`src/rtl/dtt_pkg.sv`:
```
// dtt_pkg: shared types, function codes and the sequencer microprogram
// for the deadline timer table; depends on nothing else
package dtt_pkg;

    localparam int unsigned MaxSlotsDefault = 16;
    localparam int unsigned FuncW           = 3;
    localparam int unsigned TagW            = 8;
    localparam int unsigned TimeW           = 64;

    localparam logic [TimeW-1:0] NEVER_TIME = '1;

    // function codes of a request
    localparam logic [FuncW-1:0] FN_REGISTER   = 3'd0;
    localparam logic [FuncW-1:0] FN_ARM        = 3'd1;
    localparam logic [FuncW-1:0] FN_DISARM     = 3'd2;
    localparam logic [FuncW-1:0] FN_DISARM_ALL = 3'd3;
    localparam logic [FuncW-1:0] FN_QUERY      = 3'd4;
    localparam logic [FuncW-1:0] FN_SOONEST    = 3'd5;
    localparam logic [FuncW-1:0] FN_TAKE       = 3'd6;
    localparam logic [FuncW-1:0] FN_RESERVED   = 3'd7;

    // datapath operation of a microstep
    typedef enum logic [3:0] {
        UOP_WAIT  = 4'b0001,
        UOP_SETUP = 4'b0010,
        UOP_SCAN  = 4'b0100,
        UOP_APPLY = 4'b1000
    } t_uop;

    // jump condition of a microstep
    typedef enum logic [3:0] {
        COND_NOT_ACCEPT = 4'b0001,
        COND_SKIP_SCAN  = 4'b0010,
        COND_SCAN_BUSY  = 4'b0100,
        COND_OUT_FULL   = 4'b1000
    } t_cond;

    localparam int unsigned StepW = 2;
    typedef logic [StepW-1:0] t_step;

    localparam t_step STEP_WAIT  = 2'd0;
    localparam t_step STEP_SETUP = 2'd1;
    localparam t_step STEP_SCAN  = 2'd2;
    localparam t_step STEP_APPLY = 2'd3;

    // one control word: taken jump goes to jump, otherwise to next
    typedef struct packed {
        t_uop  uop;
        t_cond cond;
        t_step jump;
        t_step next;
    } t_uword;

    // datapath flags seen by the sequencer
    typedef struct packed {
        logic accept;
        logic skip_scan;
        logic scan_busy;
        logic out_full;
    } t_status;

    localparam t_uword UPROG [4] = '{
        '{uop: UOP_WAIT,  cond: COND_NOT_ACCEPT, jump: STEP_WAIT,  next: STEP_SETUP},
        '{uop: UOP_SETUP, cond: COND_SKIP_SCAN,  jump: STEP_APPLY, next: STEP_SCAN},
        '{uop: UOP_SCAN,  cond: COND_SCAN_BUSY,  jump: STEP_SCAN,  next: STEP_APPLY},
        '{uop: UOP_APPLY, cond: COND_OUT_FULL,   jump: STEP_APPLY, next: STEP_WAIT}
    };

endpackage

```
`src/rtl/dtt_if.sv`:
```
// dtt_req_if and dtt_rsp_if: valid/ready channels of the timer table
// depends on dtt_pkg
interface dtt_req_if import dtt_pkg::*; ();
    logic             valid;
    logic             ready;
    logic [FuncW-1:0] func;
    logic [TagW-1:0]  tag;
    logic [TimeW-1:0] time_value;

    modport source(output valid, func, tag, time_value, input ready);
    modport sink(input valid, func, tag, time_value, output ready);
endinterface

interface dtt_rsp_if import dtt_pkg::*; ();
    logic             valid;
    logic             ready;
    logic             ok;
    logic [TagW-1:0]  fired_tag;
    logic [TimeW-1:0] result_time;

    modport source(output valid, ok, fired_tag, result_time, input ready);
    modport sink(input valid, ok, fired_tag, result_time, output ready);
endinterface

```
`src/rtl/dtt_seq.sv`:
```
// dtt_seq: step counter and microprogram table of the timer table
// depends on dtt_pkg
module dtt_seq import dtt_pkg::*; (
    input  logic    i_clk,
    input  logic    i_rst_n,
    input  t_status i_status,
    output t_uword  o_uword
);

    t_step r_step, n_step;
    logic  cond_true;

    assign o_uword = UPROG[r_step];

    always_comb begin
        unique case (o_uword.cond)
            COND_NOT_ACCEPT: cond_true = ~i_status.accept;
            COND_SKIP_SCAN:  cond_true = i_status.skip_scan;
            COND_SCAN_BUSY:  cond_true = i_status.scan_busy;
            COND_OUT_FULL:   cond_true = i_status.out_full;
            default:         cond_true = 1'b0;
        endcase
        n_step = cond_true ? o_uword.jump : o_uword.next;
    end

    always_ff @(posedge i_clk) begin
        if (!i_rst_n) begin
            r_step <= STEP_WAIT;
        end else begin
            r_step <= n_step;
        end
    end

endmodule

```
`src/rtl/dtt_datapath.sv`:
```
// dtt_datapath: slot memories, armed flags, scan comparators and result register
// depends on dtt_pkg and dtt_if; driven by control words from dtt_seq
module dtt_datapath import dtt_pkg::*; #(
    parameter int unsigned MAX_SLOTS = MaxSlotsDefault
) (
    input  logic          i_clk,
    input  logic          i_rst_n,
    dtt_req_if.sink       i_req,
    dtt_rsp_if.source     o_rsp,
    input  t_uword        i_uword,
    output t_status       o_status
);

    localparam int unsigned IdxW = (MAX_SLOTS > 1) ? $clog2(MAX_SLOTS) : 1;
    localparam int unsigned CntW = $clog2(MAX_SLOTS + 1);
    localparam logic [CntW-1:0] SlotsMax = CntW'(MAX_SLOTS);

    // slot storage
    logic [TagW-1:0]  mem_tag [MAX_SLOTS];
    logic [TimeW-1:0] mem_dl  [MAX_SLOTS];
    logic [TagW-1:0]  r_rd_tag;
    logic [TimeW-1:0] r_rd_dl;

    // control state
    logic [CntW-1:0]      r_used;
    logic [MAX_SLOTS-1:0] r_armed, n_armed;
    logic [TimeW-1:0]     r_dispatch;
    logic                 r_handler;
    logic                 r_out_valid;

    // captured request
    logic [FuncW-1:0] r_func;
    logic [TagW-1:0]  r_tag;
    logic [TimeW-1:0] r_tv;

    // scan state
    logic [CntW-1:0]  r_idx;
    logic             r_pv;
    logic [IdxW-1:0]  r_pidx;
    logic             r_found;
    logic [IdxW-1:0]  r_hit;
    logic [IdxW-1:0]  r_take;
    logic [TimeW-1:0] r_best;
    logic             r_best_ok;
    logic [TagW-1:0]  r_best_tag;

    // result payload
    logic             r_out_ok;
    logic [TagW-1:0]  r_out_fired;
    logic [TimeW-1:0] r_out_time;

    logic accept, scan_issue, out_full, do_setup, do_scan, do_apply;
    logic rd_armed, rd_match, dl_lt, dl_le;

    // apply decode
    logic             ap_ok;
    logic [TagW-1:0]  ap_fired;
    logic [TimeW-1:0] ap_time;
    logic             tag_we, dl_we, used_inc, handler_set;
    logic [IdxW-1:0]  w_addr;
    logic [TimeW-1:0] w_dl;

    assign i_req.ready = (i_uword.uop == UOP_WAIT) & i_rst_n;
    assign accept      = i_req.valid & i_req.ready;
    assign scan_issue  = (r_idx < r_used);
    assign out_full    = r_out_valid & ~o_rsp.ready;
    assign do_setup    = (i_uword.uop == UOP_SETUP);
    assign do_scan     = (i_uword.uop == UOP_SCAN);
    assign do_apply    = (i_uword.uop == UOP_APPLY) & ~out_full;

    assign o_status.accept    = accept;
    assign o_status.skip_scan = (r_func == FN_DISARM_ALL) | (r_func == FN_RESERVED);
    assign o_status.scan_busy = scan_issue | r_pv;
    assign o_status.out_full  = out_full;

    assign rd_armed = r_armed[r_pidx];
    assign rd_match = (r_rd_tag == r_tag);
    assign dl_lt    = (r_rd_dl < r_best);
    assign dl_le    = (r_rd_dl <= r_tv);

    always_comb begin
        ap_ok       = 1'b0;
        ap_fired    = '0;
        ap_time     = '0;
        tag_we      = 1'b0;
        dl_we       = 1'b0;
        used_inc    = 1'b0;
        handler_set = 1'b0;
        w_addr      = r_hit;
        w_dl        = r_tv;
        n_armed     = r_armed;
        unique case (r_func)
            FN_REGISTER: begin
                w_addr = r_used[IdxW-1:0];
                w_dl   = '0;
                if (r_used < SlotsMax && !r_found) begin
                    tag_we          = 1'b1;
                    dl_we           = 1'b1;
                    used_inc        = 1'b1;
                    n_armed[w_addr] = 1'b0;
                    ap_ok           = 1'b1;
                end
            end
            FN_ARM: begin
                if (r_found && !(r_handler && r_tv <= r_dispatch)) begin
                    dl_we          = 1'b1;
                    n_armed[r_hit] = 1'b1;
                    ap_ok          = 1'b1;
                end
            end
            FN_DISARM: begin
                if (r_found) begin
                    n_armed[r_hit] = 1'b0;
                    ap_ok          = 1'b1;
                end
            end
            FN_DISARM_ALL: begin
                n_armed = '0;
                ap_ok   = 1'b1;
            end
            FN_QUERY: begin
                ap_ok   = 1'b1;
                ap_time = (r_found && r_armed[r_hit]) ? r_best : NEVER_TIME;
            end
            FN_SOONEST: begin
                ap_ok   = 1'b1;
                ap_time = r_best;
            end
            FN_TAKE: begin
                if (r_best_ok) begin
                    handler_set     = 1'b1;
                    n_armed[r_take] = 1'b0;
                    ap_ok           = 1'b1;
                    ap_fired        = r_best_tag;
                    ap_time         = r_best;
                end else begin
                    ap_time = NEVER_TIME;
                end
            end
            default: begin
            end
        endcase
    end

    // slot memories: one write port, one registered read port at the scan index
    always_ff @(posedge i_clk) begin
        if (do_apply && tag_we) begin
            mem_tag[w_addr] <= r_tag;
        end
        if (do_apply && dl_we) begin
            mem_dl[w_addr] <= w_dl;
        end
        r_rd_tag <= mem_tag[r_idx[IdxW-1:0]];
        r_rd_dl  <= mem_dl[r_idx[IdxW-1:0]];
    end

    // control state
    always_ff @(posedge i_clk) begin
        if (!i_rst_n) begin
            r_used      <= '0;
            r_armed     <= '0;
            r_dispatch  <= '0;
            r_handler   <= 1'b0;
            r_out_valid <= 1'b0;
            r_pv        <= 1'b0;
            r_idx       <= '0;
        end else begin
            if (do_setup) begin
                r_idx <= '0;
                r_pv  <= 1'b0;
            end else if (do_scan) begin
                r_pv <= scan_issue;
                if (scan_issue) begin
                    r_idx <= r_idx + 1'b1;
                end
            end
            if (do_apply) begin
                r_armed     <= n_armed;
                r_out_valid <= 1'b1;
                if (used_inc) begin
                    r_used <= r_used + 1'b1;
                end
                if (r_func == FN_TAKE) begin
                    r_handler <= handler_set;
                end
                if (handler_set) begin
                    r_dispatch <= r_best;
                end
            end else if (o_rsp.ready) begin
                r_out_valid <= 1'b0;
            end
        end
    end

    // request capture, scan results and result payload
    always_ff @(posedge i_clk) begin
        if (accept) begin
            r_func <= i_req.func;
            r_tag  <= i_req.tag;
            r_tv   <= i_req.time_value;
        end
        // slot index that the read port data belongs to on the next cycle
        if (do_scan && scan_issue) begin
            r_pidx <= r_idx[IdxW-1:0];
        end
        if (do_setup) begin
            r_found   <= 1'b0;
            r_best    <= NEVER_TIME;
            r_best_ok <= 1'b0;
        end else if (do_scan && r_pv) begin
            if (rd_match && !r_found) begin
                r_found <= 1'b1;
                r_hit   <= r_pidx;
                if (r_func == FN_QUERY) begin
                    r_best <= r_rd_dl;
                end
            end
            if (r_func == FN_SOONEST && rd_armed && dl_lt) begin
                r_best <= r_rd_dl;
            end
            if (r_func == FN_TAKE && rd_armed && dl_le && (!r_best_ok || dl_lt)) begin
                r_best     <= r_rd_dl;
                r_best_ok  <= 1'b1;
                r_take     <= r_pidx;
                r_best_tag <= r_rd_tag;
            end
        end
        if (do_apply) begin
            r_out_ok    <= ap_ok;
            r_out_fired <= ap_fired;
            r_out_time  <= ap_time;
        end
    end

    assign o_rsp.valid       = r_out_valid;
    assign o_rsp.ok          = r_out_ok;
    assign o_rsp.fired_tag   = r_out_fired;
    assign o_rsp.result_time = r_out_time;

endmodule

```
`src/rtl/deadline_timer_table.sv`:
```
// deadline_timer_table: top level of the earliest-deadline timer table
// depends on dtt_pkg, dtt_if, dtt_seq and dtt_datapath
//
//   channel  dir  modport  payload                               request taken when
//   i_req    in   sink     func[2:0] tag[7:0] time_value[63:0]   valid && ready
//   o_rsp    out  source   ok fired_tag[7:0] result_time[63:0]   valid && ready
//
// one request at a time; from acceptance a request passes the scan setup, the scan and the
// result step, and disarm all and the reserved code skip the scan; the scan walks the used
// slots of the slot memory one entry per cycle; the next request can be taken in the cycle
// after the result step
// synchronous active-low reset empties the table, disarms all and clears the handler mark;
// no request is taken while reset is held
// the result waits in an output register; the next request is taken meanwhile,
// and only its own result step stalls while the previous result is still held
module deadline_timer_table import dtt_pkg::*; #(
    parameter int unsigned MAX_SLOTS = MaxSlotsDefault
) (
    input  logic      i_clk,
    input  logic      i_rst_n,
    dtt_req_if.sink   i_req,
    dtt_rsp_if.source o_rsp
);

    // control word from the microprogram and flags back from the datapath
    t_uword  uword;
    t_status status;

    // microprogram: wait for request, set up scan, scan slots, apply and post result
    dtt_seq u_seq (
        .i_clk    (i_clk),
        .i_rst_n  (i_rst_n),
        .i_status (status),
        .o_uword  (uword)
    );

    // slot memories, armed flags, handler mark and the result register
    dtt_datapath #(
        .MAX_SLOTS (MAX_SLOTS)
    ) u_datapath (
        .i_clk    (i_clk),
        .i_rst_n  (i_rst_n),
        .i_req    (i_req),
        .o_rsp    (o_rsp),
        .i_uword  (uword),
        .o_status (status)
    );

endmodule

```
`src/flat_wrapper.sv`:
```
// flat-port wrapper written by rule: the top's interface ports become plain ports
module deadline_timer_table_flat import dtt_pkg::*;
#(
    parameter int unsigned MAX_SLOTS = MaxSlotsDefault
)
  (i_clk, i_rst_n, i_req_valid, i_req_func, i_req_tag, i_req_time_value, i_req_ready, o_rsp_valid, o_rsp_ok, o_rsp_fired_tag, o_rsp_result_time, o_rsp_ready);
  dtt_req_if i_req_i ();
  dtt_rsp_if o_rsp_i ();
  input  logic i_clk;
  input  logic i_rst_n;
  input wire logic [$bits(i_req_i.valid)-1:0] i_req_valid;
  input wire logic [$bits(i_req_i.func)-1:0] i_req_func;
  input wire logic [$bits(i_req_i.tag)-1:0] i_req_tag;
  input wire logic [$bits(i_req_i.time_value)-1:0] i_req_time_value;
  output wire logic [$bits(i_req_i.ready)-1:0] i_req_ready;
  output wire logic [$bits(o_rsp_i.valid)-1:0] o_rsp_valid;
  output wire logic [$bits(o_rsp_i.ok)-1:0] o_rsp_ok;
  output wire logic [$bits(o_rsp_i.fired_tag)-1:0] o_rsp_fired_tag;
  output wire logic [$bits(o_rsp_i.result_time)-1:0] o_rsp_result_time;
  input wire logic [$bits(o_rsp_i.ready)-1:0] o_rsp_ready;
  assign i_req_i.valid = i_req_valid;
  assign i_req_i.func = i_req_func;
  assign i_req_i.tag = i_req_tag;
  assign i_req_i.time_value = i_req_time_value;
  assign i_req_ready = i_req_i.ready;
  assign o_rsp_valid = o_rsp_i.valid;
  assign o_rsp_ok = o_rsp_i.ok;
  assign o_rsp_fired_tag = o_rsp_i.fired_tag;
  assign o_rsp_result_time = o_rsp_i.result_time;
  assign o_rsp_i.ready = o_rsp_ready;
  deadline_timer_table #(.MAX_SLOTS(MAX_SLOTS)) u_core (.i_clk(i_clk), .i_rst_n(i_rst_n), .i_req(i_req_i), .o_rsp(o_rsp_i));
endmodule
```
`config.mk`:
```
export PLATFORM = sky130hd
export DESIGN_NAME = deadline_timer_table_flat
export DESIGN_NICKNAME = d
export VERILOG_FILES = /design/src/rtl/dtt_pkg.sv /design/src/rtl/dtt_if.sv /design/src/rtl/dtt_seq.sv /design/src/rtl/dtt_datapath.sv /design/src/rtl/deadline_timer_table.sv /design/src/flat_wrapper.sv
export SDC_FILE = /design/constraint.sdc
export NUM_CORES = 2
export LEC_CHECK = 0
export BUFFER_PORTS_ARGS = -buffer_cell sky130_fd_sc_hd__buf_2
export CORE_MARGIN = 1.5
export CORE_UTILIZATION = 49
export CTS_CLUSTER_DIAMETER = 60
export DETAILED_ROUTE_END_ITERATION = 10
export PLACE_DENSITY = 0.72
export SYNTH_ARGS = -nofsm -noshare
export SYNTH_HDL_FRONTEND = slang
export SYNTH_SLANG_ARGS = --single-unit
```
`constraint.sdc`:
```
create_clock -name i_clk -period 18 [get_ports i_clk]
set_clock_uncertainty 0.05 [all_clocks]
set_input_delay 0.9 -clock i_clk [delete_from_list [all_inputs] [get_ports i_clk]]
set_output_delay 0.9 -clock i_clk [all_outputs]
set_load 0.05 [all_outputs]
```
==> reports/results.env <==
RUN_STATUS='complete, no violations'
GRT_FIRST_PASS_WIRELENGTH_MICRONS=227300
CORE_AR_SQ_UM=128000
FINAL_UTIL=0.5603
SYNTH_TOP_AREA_CELL='edfxtp_1'
PIN_COUNT_OF_THE_BIGGEST_NET_ENTERING_GLOBAL_ROUTING=142
RD_PLACE_CONGESTION=0.8732
DRTPASS1ITERATIONS=5
SYNTHESIS.AREA_SQ_UM=63460
FINALHOLDVIOLATIONS=0
CTS_HOLD_BUF=0
SYNTH.TOP_CELLS.BY_AREA='edfxtp_1 62%, mux4_2 13%, dfxtp_1 7.4%, ha_1 4.0%, nand2_1 1.9%'
MAX_CAP_VIOL_COUNT=0
YOSYSWARNINGCOUNT=0
TIMING.SETUP.CRITICAL_PATH_CLASS='flop to flop'
FINALSETUPVIOLCOUNT=0
SYNTH-SEQ-AREA-SHARE=0.6982
HPWLAFTERDP_MICRONS=91160
CTS_POST_SETUP_BUFFERS_INSERTED=0
LAYOUT_WORST_PATH_CYCLE_SHARE=0.3048
IO_BUFFERS=153
WORST_PATH_LARGEST_CELL_DELAY_PS=950
CRITICAL_PATH.CELL_CHAIN='ha_1 -> and3_1 -> nand4_1 -> or3_1 -> o211a_1 -> o211ai_1 -> o2111a_1 -> o21ai_0 -> nor2_4 -> buf_4'
VIAS_POST_DR=34330
GRT.TOTAL_USAGE=0.2355
CRITPATHLAUNCHTYPE='flop'
FINAL_MAX_SLEW_VIOL_COUNT=0
DESIGN.FINAL.NETS=4177
FLOW.AREA_GROWTH_FROM_SYNTHESIS_PCT=13.04
RSZ0062_AT_GRT='false'
ANTENNA_VIOLATING_NETS_POST_ROUTE=0
PLACEMENT_ROWS=131
SETUP_SLACK_PS=12510
TIMING_WORST_SLEW_PIN_VALUE_PS=1301
NET_COUNT_AFTER_SYNTHESIS=3991
CTS_TREE='done'
STATIC-LEAKAGE-POWER_uW=0.02459
TIMING.FINAL.CRIT_PERIOD_PS=5487
SETUP_TNS_PS=0
AVGSYNTHCELLAREA_SQ_UM=17.12
SLEW-LIMIT-HEADROOM=0.1327
FINAL_LAYOUT_SIZE_SUFFIX_GT1_FRAC=0.2295
FP.DIEH_MICRONS=362.9
SYNTH.LIB_CELLS_USED.DISTINCT=65
FIRST_GLOBAL_VIAS=34280
GRT_ANTENNA_BEFORE_REPAIR=5
DIE_BOUNDARY_WIDTH_MICRONS=362.9
CTSRESIZECOUNT=0
TIMING.CRITICAL_PATH.FROM='u_core.u_datapath.r_tv[30]'
SYNTH_ASYNC_SR_FLOP_SHARE=0
DETAIL_ROUTED_NET_LENGTH_PER_STANDARD_CELL_MICRONS=26.75
WORSTPATHARRIVAL_PS=5810
REG2REG_FROM='u_core.u_datapath.r_tv[30]'
OVERFLOW=0
IR_DROP_WORST_CASE_VDD_mV=0.1212
CLK_PIN_SLEW_PS=60
PRE_CTS_WS_PS=12610
SYNTHFLOPTYPE='edfxtp_1'
YOSYS.AREA.TOP_TYPE_SHARE=0.6247
CRITPATHCAPTURETYPE='flop'
ANTENNA_CELLS=0
POWER_DENSITY_OVER_THE_CELLS_nW_PER_UM2=111.0
DIEAREA_SQ_UM=131700
CLOCK_SINKS=1553
VIASPERCELL=5.966
CLOCK_ROOT_BUFFER='clkbuf_16'
WORST_PATH_MAX_DELAY_CELL='buf_4'
YS_FF_LATCH=1553
CTS_MAX_PATH_BUFFERS=3
TIMING.FMAX_MHz=182.3
DRC_ERRORS=0
HOLD_CLASS='primary input to flop'
NETLIST_INSTANCES=3707
TIMING.CRITICAL_PATH.FANOUT_MAX=46
WORST_HOLD_STARTPOINT='i_req_tag[7]'
CP_DATA_REQUIRED_TIME_PS=18330
DRTITER0DRC=4287
INITIAL_UTILIZATION=0.4957
MAX_H_TREE_LEVEL=4
WORST_SKEW_PAIR.LATE_LATENCY_PS=790
SYNTH_ENABLE_FLOP_CELLS=1320
DRT_WL_TOTAL_MICRONS=154000
IO-PIN-COUNT=154
TRITONCTS.NUM_BUFFERS=160
-- Yosys cell counts (4+ instances only) --
| cell | count |
|---|---|
| a211oi_1 | 7 |
| a21boi_0 | 65 |
| a21o_1 | 35 |
| a21oi_1 | 90 |
| a221oi_1 | 7 |
| and2_1 | 13 |
| and3_1 | 16 |
| and4_1 | 8 |
| buf_1 | 19 |
| buf_2 | 12 |
| buf_6 | 7 |
| clkbuf_1 | 138 |
| dfxtp_1 | 233 |
| edfxtp_1 | 1320 |
| ha_1 | 205 |
| inv_1 | 286 |
| mux4_2 | 370 |
| nand2_1 | 328 |
| nand2b_1 | 15 |
| nand3_1 | 29 |
| nand4_1 | 36 |
| nor2_1 | 125 |
| nor2b_1 | 17 |
| nor3_1 | 21 |
| nor4_1 | 5 |
| o2111ai_1 | 8 |
| o211ai_1 | 8 |
| o21a_1 | 13 |
| o21ai_0 | 121 |
| o21bai_1 | 4 |
| o221ai_1 | 14 |
| o221ai_2 | 60 |
| o31ai_1 | 4 |
| or3_1 | 10 |
| xnor2_1 | 8 |
| xor2_1 | 8 |
-- report_power, final --
| group | switching [uW] | internal (uW) |
|---|---|---|
| logic | 350 | 95.5 |
| registers | 31.0 | 4020 |
| clock network | 1390 | 2080 |
| total | 1770 | 6190 |
-- area by class of cell --
class,count,area [sq um]
clock inverters,92,1185
clock buffers,203,4330
multi-input cells,1690,17510
well taps,1729,2163
inverters,287,1082
flip-flops and latches,1553,44320
repair buffers,201,1141
fillers,9576,56280
-- metal layers --
| metal | part of all wire | track usage |
|---|---|---|
| met1 | 0.41 | 0.3311 |
| met5 | 0 | 0 |
| met3 | 0.086 | 0.04882 |
| met2 | 0.48 | 0.3755 |
| met4 | 0.023 | 0.06317 |
-- metrics by stage --
stage / cells / hold WS [ps] / power (uW) / area, sq um
floorplan: 3707 / 377.7 / 4385 / 63460
finish: 5755 / 237.7 / 7962 / 71730
global route: 5755 / 197.8 / 8180 / 71730
global placement: 5460 / 405.5 / 4556 / 66210
detailed placement: 5460 / 402.4 / 4567 / 66210
CTS: 5755 / 177.1 / 8002 / 71730
-- worst paths after layout --
kind	endpoint	slack, ps	depth (start not counted)
worst max register to register	u_core.u_datapath.mem_dl[1][35]	12510	10
worst min-delay path	u_core.u_datapath.r_tag[7]	240	1
worst min register to register	u_core.u_datapath.r_best_tag[4]	410	0
worst max-delay path	u_core.u_datapath.mem_dl[1][35]	12510	10
-- cells in the final DEF, fill, tap and decap left out, types with 15 or more instances in the layout --
| cell | instances |
|---|---|
| a21boi_0 | 65 |
| a21o_1 | 35 |
| a21oi_1 | 89 |
| buf_2 | 152 |
| buf_4 | 48 |
| bufinv_16 | 26 |
| clkbuf_1 | 31 |
| clkbuf_16 | 164 |
| clkinv_1 | 16 |
| clkinv_2 | 26 |
| dfxtp_1 | 229 |
| edfxtp_1 | 1320 |
| ha_1 | 205 |
| inv_1 | 284 |
| mux4_2 | 370 |
| nand2_1 | 328 |
| nand2b_1 | 15 |
| nand3_1 | 28 |
| nand4_1 | 36 |
| nor2_1 | 118 |
| nor2b_1 | 16 |
| nor3_1 | 20 |
| o21ai_0 | 121 |
| o221ai_2 | 60 |
-- registers in the layout, summed over array words and instances (netlist names), 5 cells and up --
signal                               cells
u_core.u_datapath.mem_dl              1024
u_core.u_datapath.r_best_tag             8
u_core.u_datapath.o_rsp.fired_tag        8
u_core.u_datapath.r_rd_dl               64
u_core.u_datapath.r_dispatch            64
u_core.u_datapath.r_tv                  64
u_core.u_datapath.r_used                 5
u_core.u_datapath.mem_tag              128
u_core.u_datapath.r_best                64
u_core.u_datapath.r_rd_tag               8
u_core.u_datapath.r_armed               16
u_core.u_datapath.r_tag                  8
u_core.u_datapath.o_rsp.result_time     64
u_core.u_datapath.r_idx                  5
-- cells by family after synthesis --
logic type | after synthesis | synth area share
adders and majority gates | 205 | 0.04042
xor gates and xnor gates | 16 | 0.002208
and+or+nand+nor | 636 | 0.04452
muxes | 372 | 0.1316
DFF | 1553 | 0.6982
buffers and inverters | 464 | 0.02857
AOI/OAI and AO/OA | 461 | 0.05448
-- worst max-delay path, delay by kind of cell (launching register included) --
| kind | cells | cell delay, ps |
|---|---|---|
| simple gates | 4 | 1850 |
| compound gates | 4 | 1440 |
| buf+inv | 1 | 950 |
| flops | 1 | 400 |
| fa+ha+maj | 1 | 320 |
(Power assumes the default switching activity.)
